<file path="src/sv/smaf_pkg.sv">
// Shared types and constants of the sliding median converter filter.
// No dependencies; imported by the interfaces and every module of the block.
package smaf_pkg;

	localparam int SAMPLE_W   = 12;
	localparam int GAIN_W     = 24;
	localparam int MED_W      = 13;
	localparam int VOLT_W     = 16;
	localparam int PROD_W     = MED_W + GAIN_W;
	localparam int VOLT_SHIFT = 17;

	localparam logic [GAIN_W-1:0] GAIN_RESET = 24'd52802;

	typedef logic [SAMPLE_W-1:0] sample_t;
	typedef logic [GAIN_W-1:0]   gain_t;
	typedef logic [MED_W-1:0]    med_t;
	typedef logic [VOLT_W-1:0]   volt_t;
	typedef logic [PROD_W-1:0]   prod_t;

	// Controller to datapath commands
	typedef struct packed {
		logic take; // request accepted this edge: ring write and old-entry read
		logic del;  // drop the evicted value from the sorted cells
		logic ins;  // insert the new sample into the sorted cells
		logic med;  // register twice the median
		logic mul;  // register the gain product
		logic load; // load the result register
	} smaf_cmd_t;

	// Datapath to controller status
	typedef struct packed {
		logic out_free; // result register can take a new result this edge
	} smaf_stat_t;

endpackage

</file>
<file path="src/sv/smaf_if.sv">
// Valid/ready channel interfaces for sample requests and result requests.
// Depends on smaf_pkg for the payload types.
interface smaf_sample_if;
	import smaf_pkg::*;

	logic    valid;
	logic    ready;
	sample_t sample;

	modport source (output valid, output sample, input ready);
	modport sink   (input valid, input sample, output ready);
endinterface

interface smaf_result_if;
	import smaf_pkg::*;

	logic  valid;
	logic  ready;
	med_t  median_twice;
	volt_t voltage_mv;
	logic  voltage_saturated;

	modport source (output valid, output median_twice, output voltage_mv,
		output voltage_saturated, input ready);
	modport sink   (input valid, input median_twice, input voltage_mv,
		input voltage_saturated, output ready);
endinterface

</file>
<file path="src/sv/smaf_ctrl.sv">
// Sequencing state machine of the median filter.
// Depends on smaf_pkg for the command and status structs.
module smaf_ctrl (
	input  logic                 clk,
	input  logic                 arst_n,
	input  logic                 in_valid,
	input  smaf_pkg::smaf_stat_t stat,
	output logic                 in_ready,
	output smaf_pkg::smaf_cmd_t  cmd
);
	import smaf_pkg::*;

	typedef enum logic [2:0] {
		ST_IDLE,
		ST_DEL,
		ST_INS,
		ST_MED,
		ST_MUL,
		ST_LOAD
	} state_t;

	state_t state_q;
	logic   ready_q;
	logic   del_q;
	logic   ins_q;
	logic   med_q;
	logic   mul_q;
	logic   load_q;

	always_ff @(posedge clk or negedge arst_n) begin
		if (!arst_n) begin
			state_q <= ST_IDLE;
			ready_q <= 1'b1;
			del_q   <= 1'b0;
			ins_q   <= 1'b0;
			med_q   <= 1'b0;
			mul_q   <= 1'b0;
			load_q  <= 1'b0;
		end else begin
			case (state_q)
				ST_IDLE: begin
					if (in_valid) begin
						state_q <= ST_DEL;
						ready_q <= 1'b0;
						del_q   <= 1'b1;
					end
				end
				ST_DEL: begin
					state_q <= ST_INS;
					del_q   <= 1'b0;
					ins_q   <= 1'b1;
				end
				ST_INS: begin
					state_q <= ST_MED;
					ins_q   <= 1'b0;
					med_q   <= 1'b1;
				end
				ST_MED: begin
					state_q <= ST_MUL;
					med_q   <= 1'b0;
					mul_q   <= 1'b1;
				end
				ST_MUL: begin
					state_q <= ST_LOAD;
					mul_q   <= 1'b0;
					load_q  <= 1'b1;
				end
				ST_LOAD: begin
					// hold until the result register frees up
					if (stat.out_free) begin
						state_q <= ST_IDLE;
						load_q  <= 1'b0;
						ready_q <= 1'b1;
					end
				end
				default: begin
					state_q <= ST_IDLE;
					ready_q <= 1'b1;
					del_q   <= 1'b0;
					ins_q   <= 1'b0;
					med_q   <= 1'b0;
					mul_q   <= 1'b0;
					load_q  <= 1'b0;
				end
			endcase
		end
	end

	assign in_ready = ready_q;

	always_comb begin
		cmd.take = in_valid & ready_q;
		cmd.del  = del_q;
		cmd.ins  = ins_q;
		cmd.med  = med_q;
		cmd.mul  = mul_q;
		cmd.load = load_q;
	end

endmodule

</file>
<file path="src/sv/smaf_dpath.sv">
// Datapath: sample ring memory, sorted cell chain, median add, gain multiply,
// saturation and result register. Depends on smaf_pkg.
module smaf_dpath #(
	parameter int WINDOW = 16
) (
	input  logic                 clk,
	input  logic                 arst_n,
	input  smaf_pkg::smaf_cmd_t  cmd,
	output smaf_pkg::smaf_stat_t stat,
	input  smaf_pkg::sample_t    in_sample,
	input  logic                 cfg_we,
	input  smaf_pkg::gain_t      cfg_wdata,
	input  logic                 out_ready,
	output logic                 out_valid,
	output smaf_pkg::med_t       out_median_twice,
	output smaf_pkg::volt_t      out_voltage_mv,
	output logic                 out_voltage_saturated
);
	import smaf_pkg::*;

	localparam int ADDR_W = (WINDOW > 1) ? $clog2(WINDOW) : 1;
	localparam int MED_HI = WINDOW / 2;
	localparam int MED_LO = (WINDOW % 2 == 0) ? (WINDOW / 2 - 1) : (WINDOW / 2);
	localparam logic [ADDR_W-1:0] LAST_POS = ADDR_W'(WINDOW - 1);

	// ---- ring memory, one write and one registered read per request ----
	sample_t           ring_mem [WINDOW];
	logic [WINDOW-1:0] ring_vld_q;
	logic [ADDR_W-1:0] wptr_q;
	sample_t           old_q;
	logic              old_vld_q;
	sample_t           new_q;

	always_ff @(posedge clk) begin
		if (cmd.take) begin
			ring_mem[wptr_q] <= in_sample;
			old_q            <= ring_mem[wptr_q];
			new_q            <= in_sample;
		end
	end

	always_ff @(posedge clk or negedge arst_n) begin
		if (!arst_n) begin
			ring_vld_q <= '0;
			wptr_q     <= '0;
			old_vld_q  <= 1'b0;
		end else if (cmd.take) begin
			ring_vld_q[wptr_q] <= 1'b1;
			old_vld_q          <= ring_vld_q[wptr_q];
			wptr_q             <= (wptr_q == LAST_POS) ? '0 : wptr_q + 1'b1;
		end
	end

	// ---- sorted cell chain, ascending; one delete step then one insert ----
	sample_t sort_q  [WINDOW];
	sample_t del_val [WINDOW];
	sample_t ins_val [WINDOW];
	sample_t old_val;

	// never-written entries count as zero readings
	assign old_val = old_vld_q ? old_q : '0;

	for (genvar i = 0; i < WINDOW; i++) begin : g_cell
		// delete the highest copy of the old value; the top cell is left vacant
		if (i < WINDOW - 1) begin : g_del
			assign del_val[i] = (sort_q[i+1] > old_val) ? sort_q[i+1] : sort_q[i];
		end else begin : g_del_top
			assign del_val[i] = sort_q[i];
		end

		// insert into the lower cells, vacant top cell acts as +infinity
		if (WINDOW == 1) begin : g_ins_one
			assign ins_val[i] = new_q;
		end else if (i == 0) begin : g_ins_low
			assign ins_val[i] = (sort_q[i] > new_q) ? new_q : sort_q[i];
		end else if (i == WINDOW - 1) begin : g_ins_top
			assign ins_val[i] = (sort_q[i-1] > new_q) ? sort_q[i-1] : new_q;
		end else begin : g_ins_mid
			assign ins_val[i] = (sort_q[i-1] > new_q) ? sort_q[i-1] :
				(sort_q[i] > new_q) ? new_q : sort_q[i];
		end
	end

	always_ff @(posedge clk or negedge arst_n) begin
		if (!arst_n) begin
			for (int k = 0; k < WINDOW; k++) begin
				sort_q[k] <= '0;
			end
		end else if (cmd.del) begin
			sort_q <= del_val;
		end else if (cmd.ins) begin
			sort_q <= ins_val;
		end
	end

	// ---- gain register ----
	gain_t gain_q;

	always_ff @(posedge clk or negedge arst_n) begin
		if (!arst_n) begin
			gain_q <= GAIN_RESET;
		end else if (cfg_we) begin
			gain_q <= cfg_wdata;
		end
	end

	// ---- median, product ----
	med_t  med2_q;
	prod_t prod_q;

	always_ff @(posedge clk) begin
		if (cmd.med) begin
			med2_q <= {1'b0, sort_q[MED_LO]} + {1'b0, sort_q[MED_HI]};
		end
		if (cmd.mul) begin
			prod_q <= {{GAIN_W{1'b0}}, med2_q} * {{MED_W{1'b0}}, gain_q};
		end
	end

	// ---- saturation and result register ----
	logic [PROD_W-VOLT_SHIFT-1:0] volt_full;
	logic                         volt_sat;
	logic                         out_valid_q;
	med_t                         res_med_q;
	volt_t                        res_volt_q;
	logic                         res_sat_q;
	logic                         out_free;

	assign volt_full = prod_q[PROD_W-1:VOLT_SHIFT];
	assign volt_sat  = |volt_full[PROD_W-VOLT_SHIFT-1:VOLT_W];
	assign out_free  = !out_valid_q || out_ready;

	always_ff @(posedge clk or negedge arst_n) begin
		if (!arst_n) begin
			out_valid_q <= 1'b0;
		end else if (cmd.load && out_free) begin
			out_valid_q <= 1'b1;
		end else if (out_ready) begin
			out_valid_q <= 1'b0;
		end
	end

	always_ff @(posedge clk) begin
		if (cmd.load && out_free) begin
			res_med_q  <= med2_q;
			res_volt_q <= volt_sat ? {VOLT_W{1'b1}} : volt_full[VOLT_W-1:0];
			res_sat_q  <= volt_sat;
		end
	end

	assign stat.out_free         = out_free;
	assign out_valid             = out_valid_q;
	assign out_median_twice      = res_med_q;
	assign out_voltage_mv        = res_volt_q;
	assign out_voltage_saturated = res_sat_q;

endmodule

</file>
<file path="src/sv/sliding_median_adc_filter_unit.sv">
// Top level of the sliding-window median filter for a 12-bit converter.
// Depends on smaf_pkg, smaf_if, smaf_ctrl and smaf_dpath.
//
//   channel   dir   payload                                        handshake
//   samples   in    sample[11:0]                                   valid/ready
//   results   out   median_twice[12:0], voltage_mv[15:0],          valid/ready
//                   voltage_saturated
//   cfg       in    cfg_wdata[23:0] (millivolt gain, Q16)          cfg_we, no wait
//
// Requests are taken one at a time: accept edge (ring write and old-entry
// read), then delete and insert in the sorted cell chain, median add, gain
// multiply, and the result load; no new request is taken before the result
// is loaded. A stalled result holds the last step and input ready stays low
// until the result register frees up.
// Reset (arst_n low) clears the ring valid bits, write pointer, sorted cells
// and the gain (52802); no clearing pass is needed.
module sliding_median_adc_filter_unit #(
	parameter int WINDOW = 16
) (
	input  logic                   clk,
	input  logic                   arst_n,
	smaf_sample_if.sink            samples,
	smaf_result_if.source          results,
	input  logic                   cfg_we,
	input  smaf_pkg::gain_t        cfg_wdata
);
	import smaf_pkg::*;

	smaf_cmd_t  cmd;
	smaf_stat_t stat;
	logic       in_ready;

	// sequencer: one request in flight at a time
	smaf_ctrl u_ctrl (
		.clk      (clk),
		.arst_n   (arst_n),
		.in_valid (samples.valid),
		.stat     (stat),
		.in_ready (in_ready),
		.cmd      (cmd)
	);

	assign samples.ready = in_ready;

	// ring, sorted cells, arithmetic and result register
	smaf_dpath #(
		.WINDOW (WINDOW)
	) u_dpath (
		.clk                   (clk),
		.arst_n                (arst_n),
		.cmd                   (cmd),
		.stat                  (stat),
		.in_sample             (samples.sample),
		.cfg_we                (cfg_we),
		.cfg_wdata             (cfg_wdata),
		.out_ready             (results.ready),
		.out_valid             (results.valid),
		.out_median_twice      (results.median_twice),
		.out_voltage_mv        (results.voltage_mv),
		.out_voltage_saturated (results.voltage_saturated)
	);

`ifndef ASSERT_OFF
	// no second request while one is being worked on
	a_one_in_flight: assert property (@(posedge clk) disable iff (!arst_n)
		samples.ready |-> !(cmd.del || cmd.ins || cmd.med || cmd.mul || cmd.load))
		else $error("request accepted while a previous one is in flight");

	// acceptance starts the delete step on the next edge
	a_take_then_del: assert property (@(posedge clk) disable iff (!arst_n)
		(samples.valid && samples.ready) |=> cmd.del)
		else $error("accepted request did not start the cell update");

	// the insert always follows the delete so the cell chain keeps its size
	a_del_then_ins: assert property (@(posedge clk) disable iff (!arst_n)
		cmd.del |=> cmd.ins)
		else $error("cell delete not followed by insert");
`endif

endmodule
</file>
<file path="src/flat_wrapper.sv">
// flat-port wrapper written by rule: the top's interface ports become plain ports
module sliding_median_adc_filter_unit_flat import smaf_pkg::*;
#(
	parameter int WINDOW = 16
)
  (clk, arst_n, cfg_we, cfg_wdata, samples_valid, samples_sample, samples_ready, results_valid, results_median_twice, results_voltage_mv, results_voltage_saturated, results_ready);
  smaf_sample_if samples_i ();
  smaf_result_if results_i ();
  input  logic clk;
  input  logic arst_n;
  input  logic cfg_we;
  input  smaf_pkg::gain_t cfg_wdata;
  input wire logic [$bits(samples_i.valid)-1:0] samples_valid;
  input wire logic [$bits(samples_i.sample)-1:0] samples_sample;
  output wire logic [$bits(samples_i.ready)-1:0] samples_ready;
  output wire logic [$bits(results_i.valid)-1:0] results_valid;
  output wire logic [$bits(results_i.median_twice)-1:0] results_median_twice;
  output wire logic [$bits(results_i.voltage_mv)-1:0] results_voltage_mv;
  output wire logic [$bits(results_i.voltage_saturated)-1:0] results_voltage_saturated;
  input wire logic [$bits(results_i.ready)-1:0] results_ready;
  assign samples_i.valid = samples_valid;
  assign samples_i.sample = samples_sample;
  assign samples_ready = samples_i.ready;
  assign results_valid = results_i.valid;
  assign results_median_twice = results_i.median_twice;
  assign results_voltage_mv = results_i.voltage_mv;
  assign results_voltage_saturated = results_i.voltage_saturated;
  assign results_i.ready = results_ready;
  sliding_median_adc_filter_unit #(.WINDOW(WINDOW)) u_core (.clk(clk), .arst_n(arst_n), .samples(samples_i), .results(results_i), .cfg_we(cfg_we), .cfg_wdata(cfg_wdata));
endmodule
</file>
<file path="config.mk">
export PLATFORM = sky130hd
export DESIGN_NAME = sliding_median_adc_filter_unit_flat
export DESIGN_NICKNAME = d
export VERILOG_FILES = /design/src/sv/smaf_pkg.sv /design/src/sv/smaf_if.sv /design/src/sv/smaf_ctrl.sv /design/src/sv/smaf_dpath.sv /design/src/sv/sliding_median_adc_filter_unit.sv /design/src/flat_wrapper.sv
export SDC_FILE = /design/constraint.sdc
export NUM_CORES = 2
export LEC_CHECK = 0
export BUFFER_PORTS_ARGS = -buffer_cell sky130_fd_sc_hd__buf_2
export CORE_MARGIN = 5
export CORE_UTILIZATION = 45
export CTS_CLUSTER_SIZE = 20
export DETAILED_ROUTE_END_ITERATION = 12
export PLACE_DENSITY = 0.67
export SKIP_CTS_REPAIR_TIMING = 1
export SLEW_MARGIN = 20
export SYNTH_ARGS = -nofsm -noshare
export SYNTH_HDL_FRONTEND = slang
export SYNTH_SLANG_ARGS = --single-unit
</file>
<file path="constraint.sdc">
create_clock -name clk -period 9.2 [get_ports clk]
set_input_delay 1.84 -clock clk [delete_from_list [all_inputs] [get_ports clk]]
set_output_delay 1.84 -clock clk [all_outputs]
set_load 0.02 [all_outputs]
</file>
==> flow_summary_export.csv <==
group,metric,value,unit
min_path,hold_depth,1,
cts,h-tree-depth,2,
worst_setup_path,worstSetupStartpointType,"flip-flop",
placed_design,port_buffers,72,
worst_setup_path,path_depth,15,
cts,tritoncts,"built",
timing,min_period,6.49,ns
placed_design,place.gp.congestion,0.874,
timing,clock_skew,0.0555,ns
cts,clk_pin_slew,0.06,ns
global_routing,grt.total_usage,24.0,%
route,drt_iter0_drc,2629,
synthesis,synth_cells,3783,
timing,finalHoldViolCount,0,
finish,drive_above_1_share,12.6,%
global_routing,gr-total-overflow,0,
global_routing,grt_pass1_wl,179000,µm
global_routing,antenna_found_initial,3,
synthesis,synth_top_area_share,20.7,%
synthesis,synth_area,0.0405,mm²
job,drv_cap,0,
route,drtPass1Iterations,9,
worst_setup_path,cp_max_fo,25,
timing,period_share,70.6,%
worst_setup_path,crit_arrival,6.87,ns
worst_setup_path,worstSetupPathType,"flip-flop to flip-flop",
finish,area_growth,9.10,%
synthesis,netlist_top_cells_area,"edfxtp_1, dfrtp_1, ha_1",
route,wl_per_cell,23.0,µm
synthesis,async_reset_ff_share,47.0,%
synthesis,synth_edf_count,279,
worst_setup_path,end_kind,"flip-flop",
placed_design,place_hpwl,77700,µm
worst_setup_path,crit_required,9.58,ns
die,coreArea,0.0897,mm²
cts,cts_root_buf,"clkbuf_16",
die,die-area,0.0961,mm²
route,viasPerCell,5.94,
finish,nets,4545,
worst_setup_path,crit_chain,"nand2_1 > fa_1 > fa_1 > inv_1 > fa_1 > fa_1 > fa_1 > ha_1 > a211oi_1 > nor2_1 > a211oi_2 > o211ai_2 > a311o_1 > a21oi_1 > xnor2_1",
die,initial_core_util,45.1,%
synthesis,seq_area_frac_synth,36.0,%
timing,relSlewSlack,18.8,%
timing,slew_viol_final,0,
min_path,hold_path.class,"flip-flop to flip-flop",
synthesis,yosysWarnings,0,
synthesis,synth_nets,4520,
worst_setup_path,path_buf_inv,1,
synthesis,ys_seq_elements,526,
synthesis,ys.flop_type,"edfxtp_1",
die,die_w,310,µm
timing,worst_pin_slew,1.22,ns
worst_setup_path,critical-path-top-delay-family,"adder cells",
die,rows,110,
synthesis,ys_types,70,
die,num_io_pins,73,
global_routing,grt_max_degree,170,
cts,cts_buffer_depth,3,
timing,tns,0,ns
die,die_y,310,µm
route,num_vias,29923,
worst_setup_path,worst_path_most_repeated_cell,"fa_1",
cts,clk_latency,0.68,ns
worst_setup_path,cpPeakStageDelay,1.08,ns
worst_setup_path,ff2ff_path_depth,15,
route,drc,0,
timing,setup_ws,2.71,ns
synthesis,syn_area_per_cell,10.7,µm²
cts,cts_buffers,58,
synthesis,synth_area_leader_cell,"edfxtp_1",
global_routing,grt_pass1_vias,30273,
placed_design,dp_slack,2.74,ns
timing,setup_viol,0,
cts,cts_sinks,526,
route,drt-total-wl,116000,µm
timing,maxClockFrequency,154,MHz
timing,rsz0062_at_grt,"false",
worst_setup_path,critPathSlowestCell,"edfxtp_1",
run_status,outcome,"complete, no violations",
route,ant_nets,0,
==> routing by layer <==
layer	routed length, µm	GRT usage, %	vias up	share of wire [%]
met5	14	0	-	0.012
met4	4900	9.22	2	4.2
met3	8810	4.44	313	7.6
met2	54400	39.6	1170	47
met1	47700	31.9	14972	41
li1	-	-	13466	-
==> kinds of logic (layout without fill, tap and decap cells) <==
| family | after synthesis | in the layout | share of synthesized area, % |
|---|---|---|---|
| compound gates | 714 | 714 | 11.1 |
| xor+xnor | 32 | 32 | 0.692 |
| fa+ha+maj | 697 | 697 | 26.0 |
| buf+inv | 544 | 619 | 5.23 |
| flops | 526 | 526 | 36.0 |
| mux | 283 | 283 | 9.40 |
| other cells | 0 | 4 | 0 |
| simple gates | 987 | 987 | 11.6 |
==> layout make-up <==
| cell class | instances | area, µm² |
|---|---|---|
| fill | 8076 | 45500 |
| tap | 1176 | 1470 |
| clock buffer | 76 | 1600 |
| sequential | 526 | 14600 |
| multi-input combinational | 2713 | 23900 |
| inverter | 368 | 1380 |
| timing repair buffer | 141 | 901 |
| antenna | 4 | 10.0 |
| clock inverter | 34 | 368 |
==> worst paths after layout <==
kind	start	endpoint	slack, ns
worst max-delay path	u_core.u_dpath.med2_q[4]	u_core.u_dpath.prod_q[33]	2.71
worst min-delay path	u_core.u_dpath.ring_vld_q[7]	u_core.u_dpath.ring_vld_q[7]	0.47
worst max register to register	u_core.u_dpath.med2_q[4]	u_core.u_dpath.prod_q[33]	2.71
worst min register to register	u_core.u_dpath.ring_vld_q[7]	u_core.u_dpath.ring_vld_q[7]	0.47
max in group asynchronous	arst_n	u_core.u_ctrl.del_q	6.02
min in group asynchronous	arst_n	u_core.u_dpath.gain_q[2]	1.26
==> layout by cell type, fill, tap and decap left out, types with 21 or more instances in the layout <==
master / count
mux4_2: 65
nor2_1: 203
o211ai_1: 32
mux2i_1: 87
a21o_1: 55
nor2b_1: 35
a21oi_1: 286
mux2_2: 130
nand2_1: 382
o21ai_0: 150
clkbuf_16: 59
inv_1: 366
edfxtp_1: 279
o21a_1: 21
buf_4: 68
dfrtp_1: 236
xnor2_1: 25
a222oi_1: 36
buf_2: 71
ha_1: 454
and2_1: 148
nand2b_1: 24
a211oi_1: 21
fa_1: 242
nand4_1: 78
nand3_1: 22
==> metrics by stage <==
step                      cell area (µm²)  cells  hold slack [ns]  util, %
after global placement              42200   4924            0.447     47.0
after detailed placement            42200   4924            0.450     47.0
after floorplan                     40500   3783            0.434        -
after global routing                44200   5034            0.479     49.2
final                               44200   5038            0.468     49.3
after CTS                           44200   5034            0.469     49.2
==> state kept, by name, indices dropped and copies added, names as in the netlist, 13 cells and up <==
name and flops:
u_core.u_dpath.sort_q 180, u_core.u_dpath.out_voltage_mv 16, u_core.u_dpath.out_median_twice 13, u_core.u_dpath.gain_q 24, u_core.u_dpath.ring_mem 192, u_core.u_dpath.prod_q 20, u_core.u_dpath.med2_q 13, u_core.u_dpath.ring_vld_q 16
==> worst reg2reg max path, stage by stage, from the launching register on <==
cell and delay [ns]:
edfxtp_1 1.08, nand2_1 0.22, fa_1 0.55, fa_1 0.52
inv_1 0.05, fa_1 0.51, fa_1 0.52, fa_1 0.51
ha_1 0.33, a211oi_1 0.27, nor2_1 0.10, a211oi_2 0.72
o211ai_2 0.23, a311o_1 0.38, a21oi_1 0.18, xnor2_1 0.08
==> Yosys cell counts (22+ instances only) <==
master	number
a21o_1	55
a21oi_1	286
a222oi_1	36
and2_1	150
buf_2	22
clkbuf_1	133
dfrtp_1	239
edfxtp_1	279
fa_1	242
ha_1	454
inv_1	366
mux2_2	130
mux2i_1	87
mux4_2	65
nand2_1	382
nand2b_1	24
nand3_1	22
nand4_1	78
nor2_1	209
nor2b_1	36
o211ai_1	32
o21ai_0	152
xnor2_1	25
Power is not shown: default switching activity piles up to over one toggle a cycle in this logic, so the estimate is an artifact.
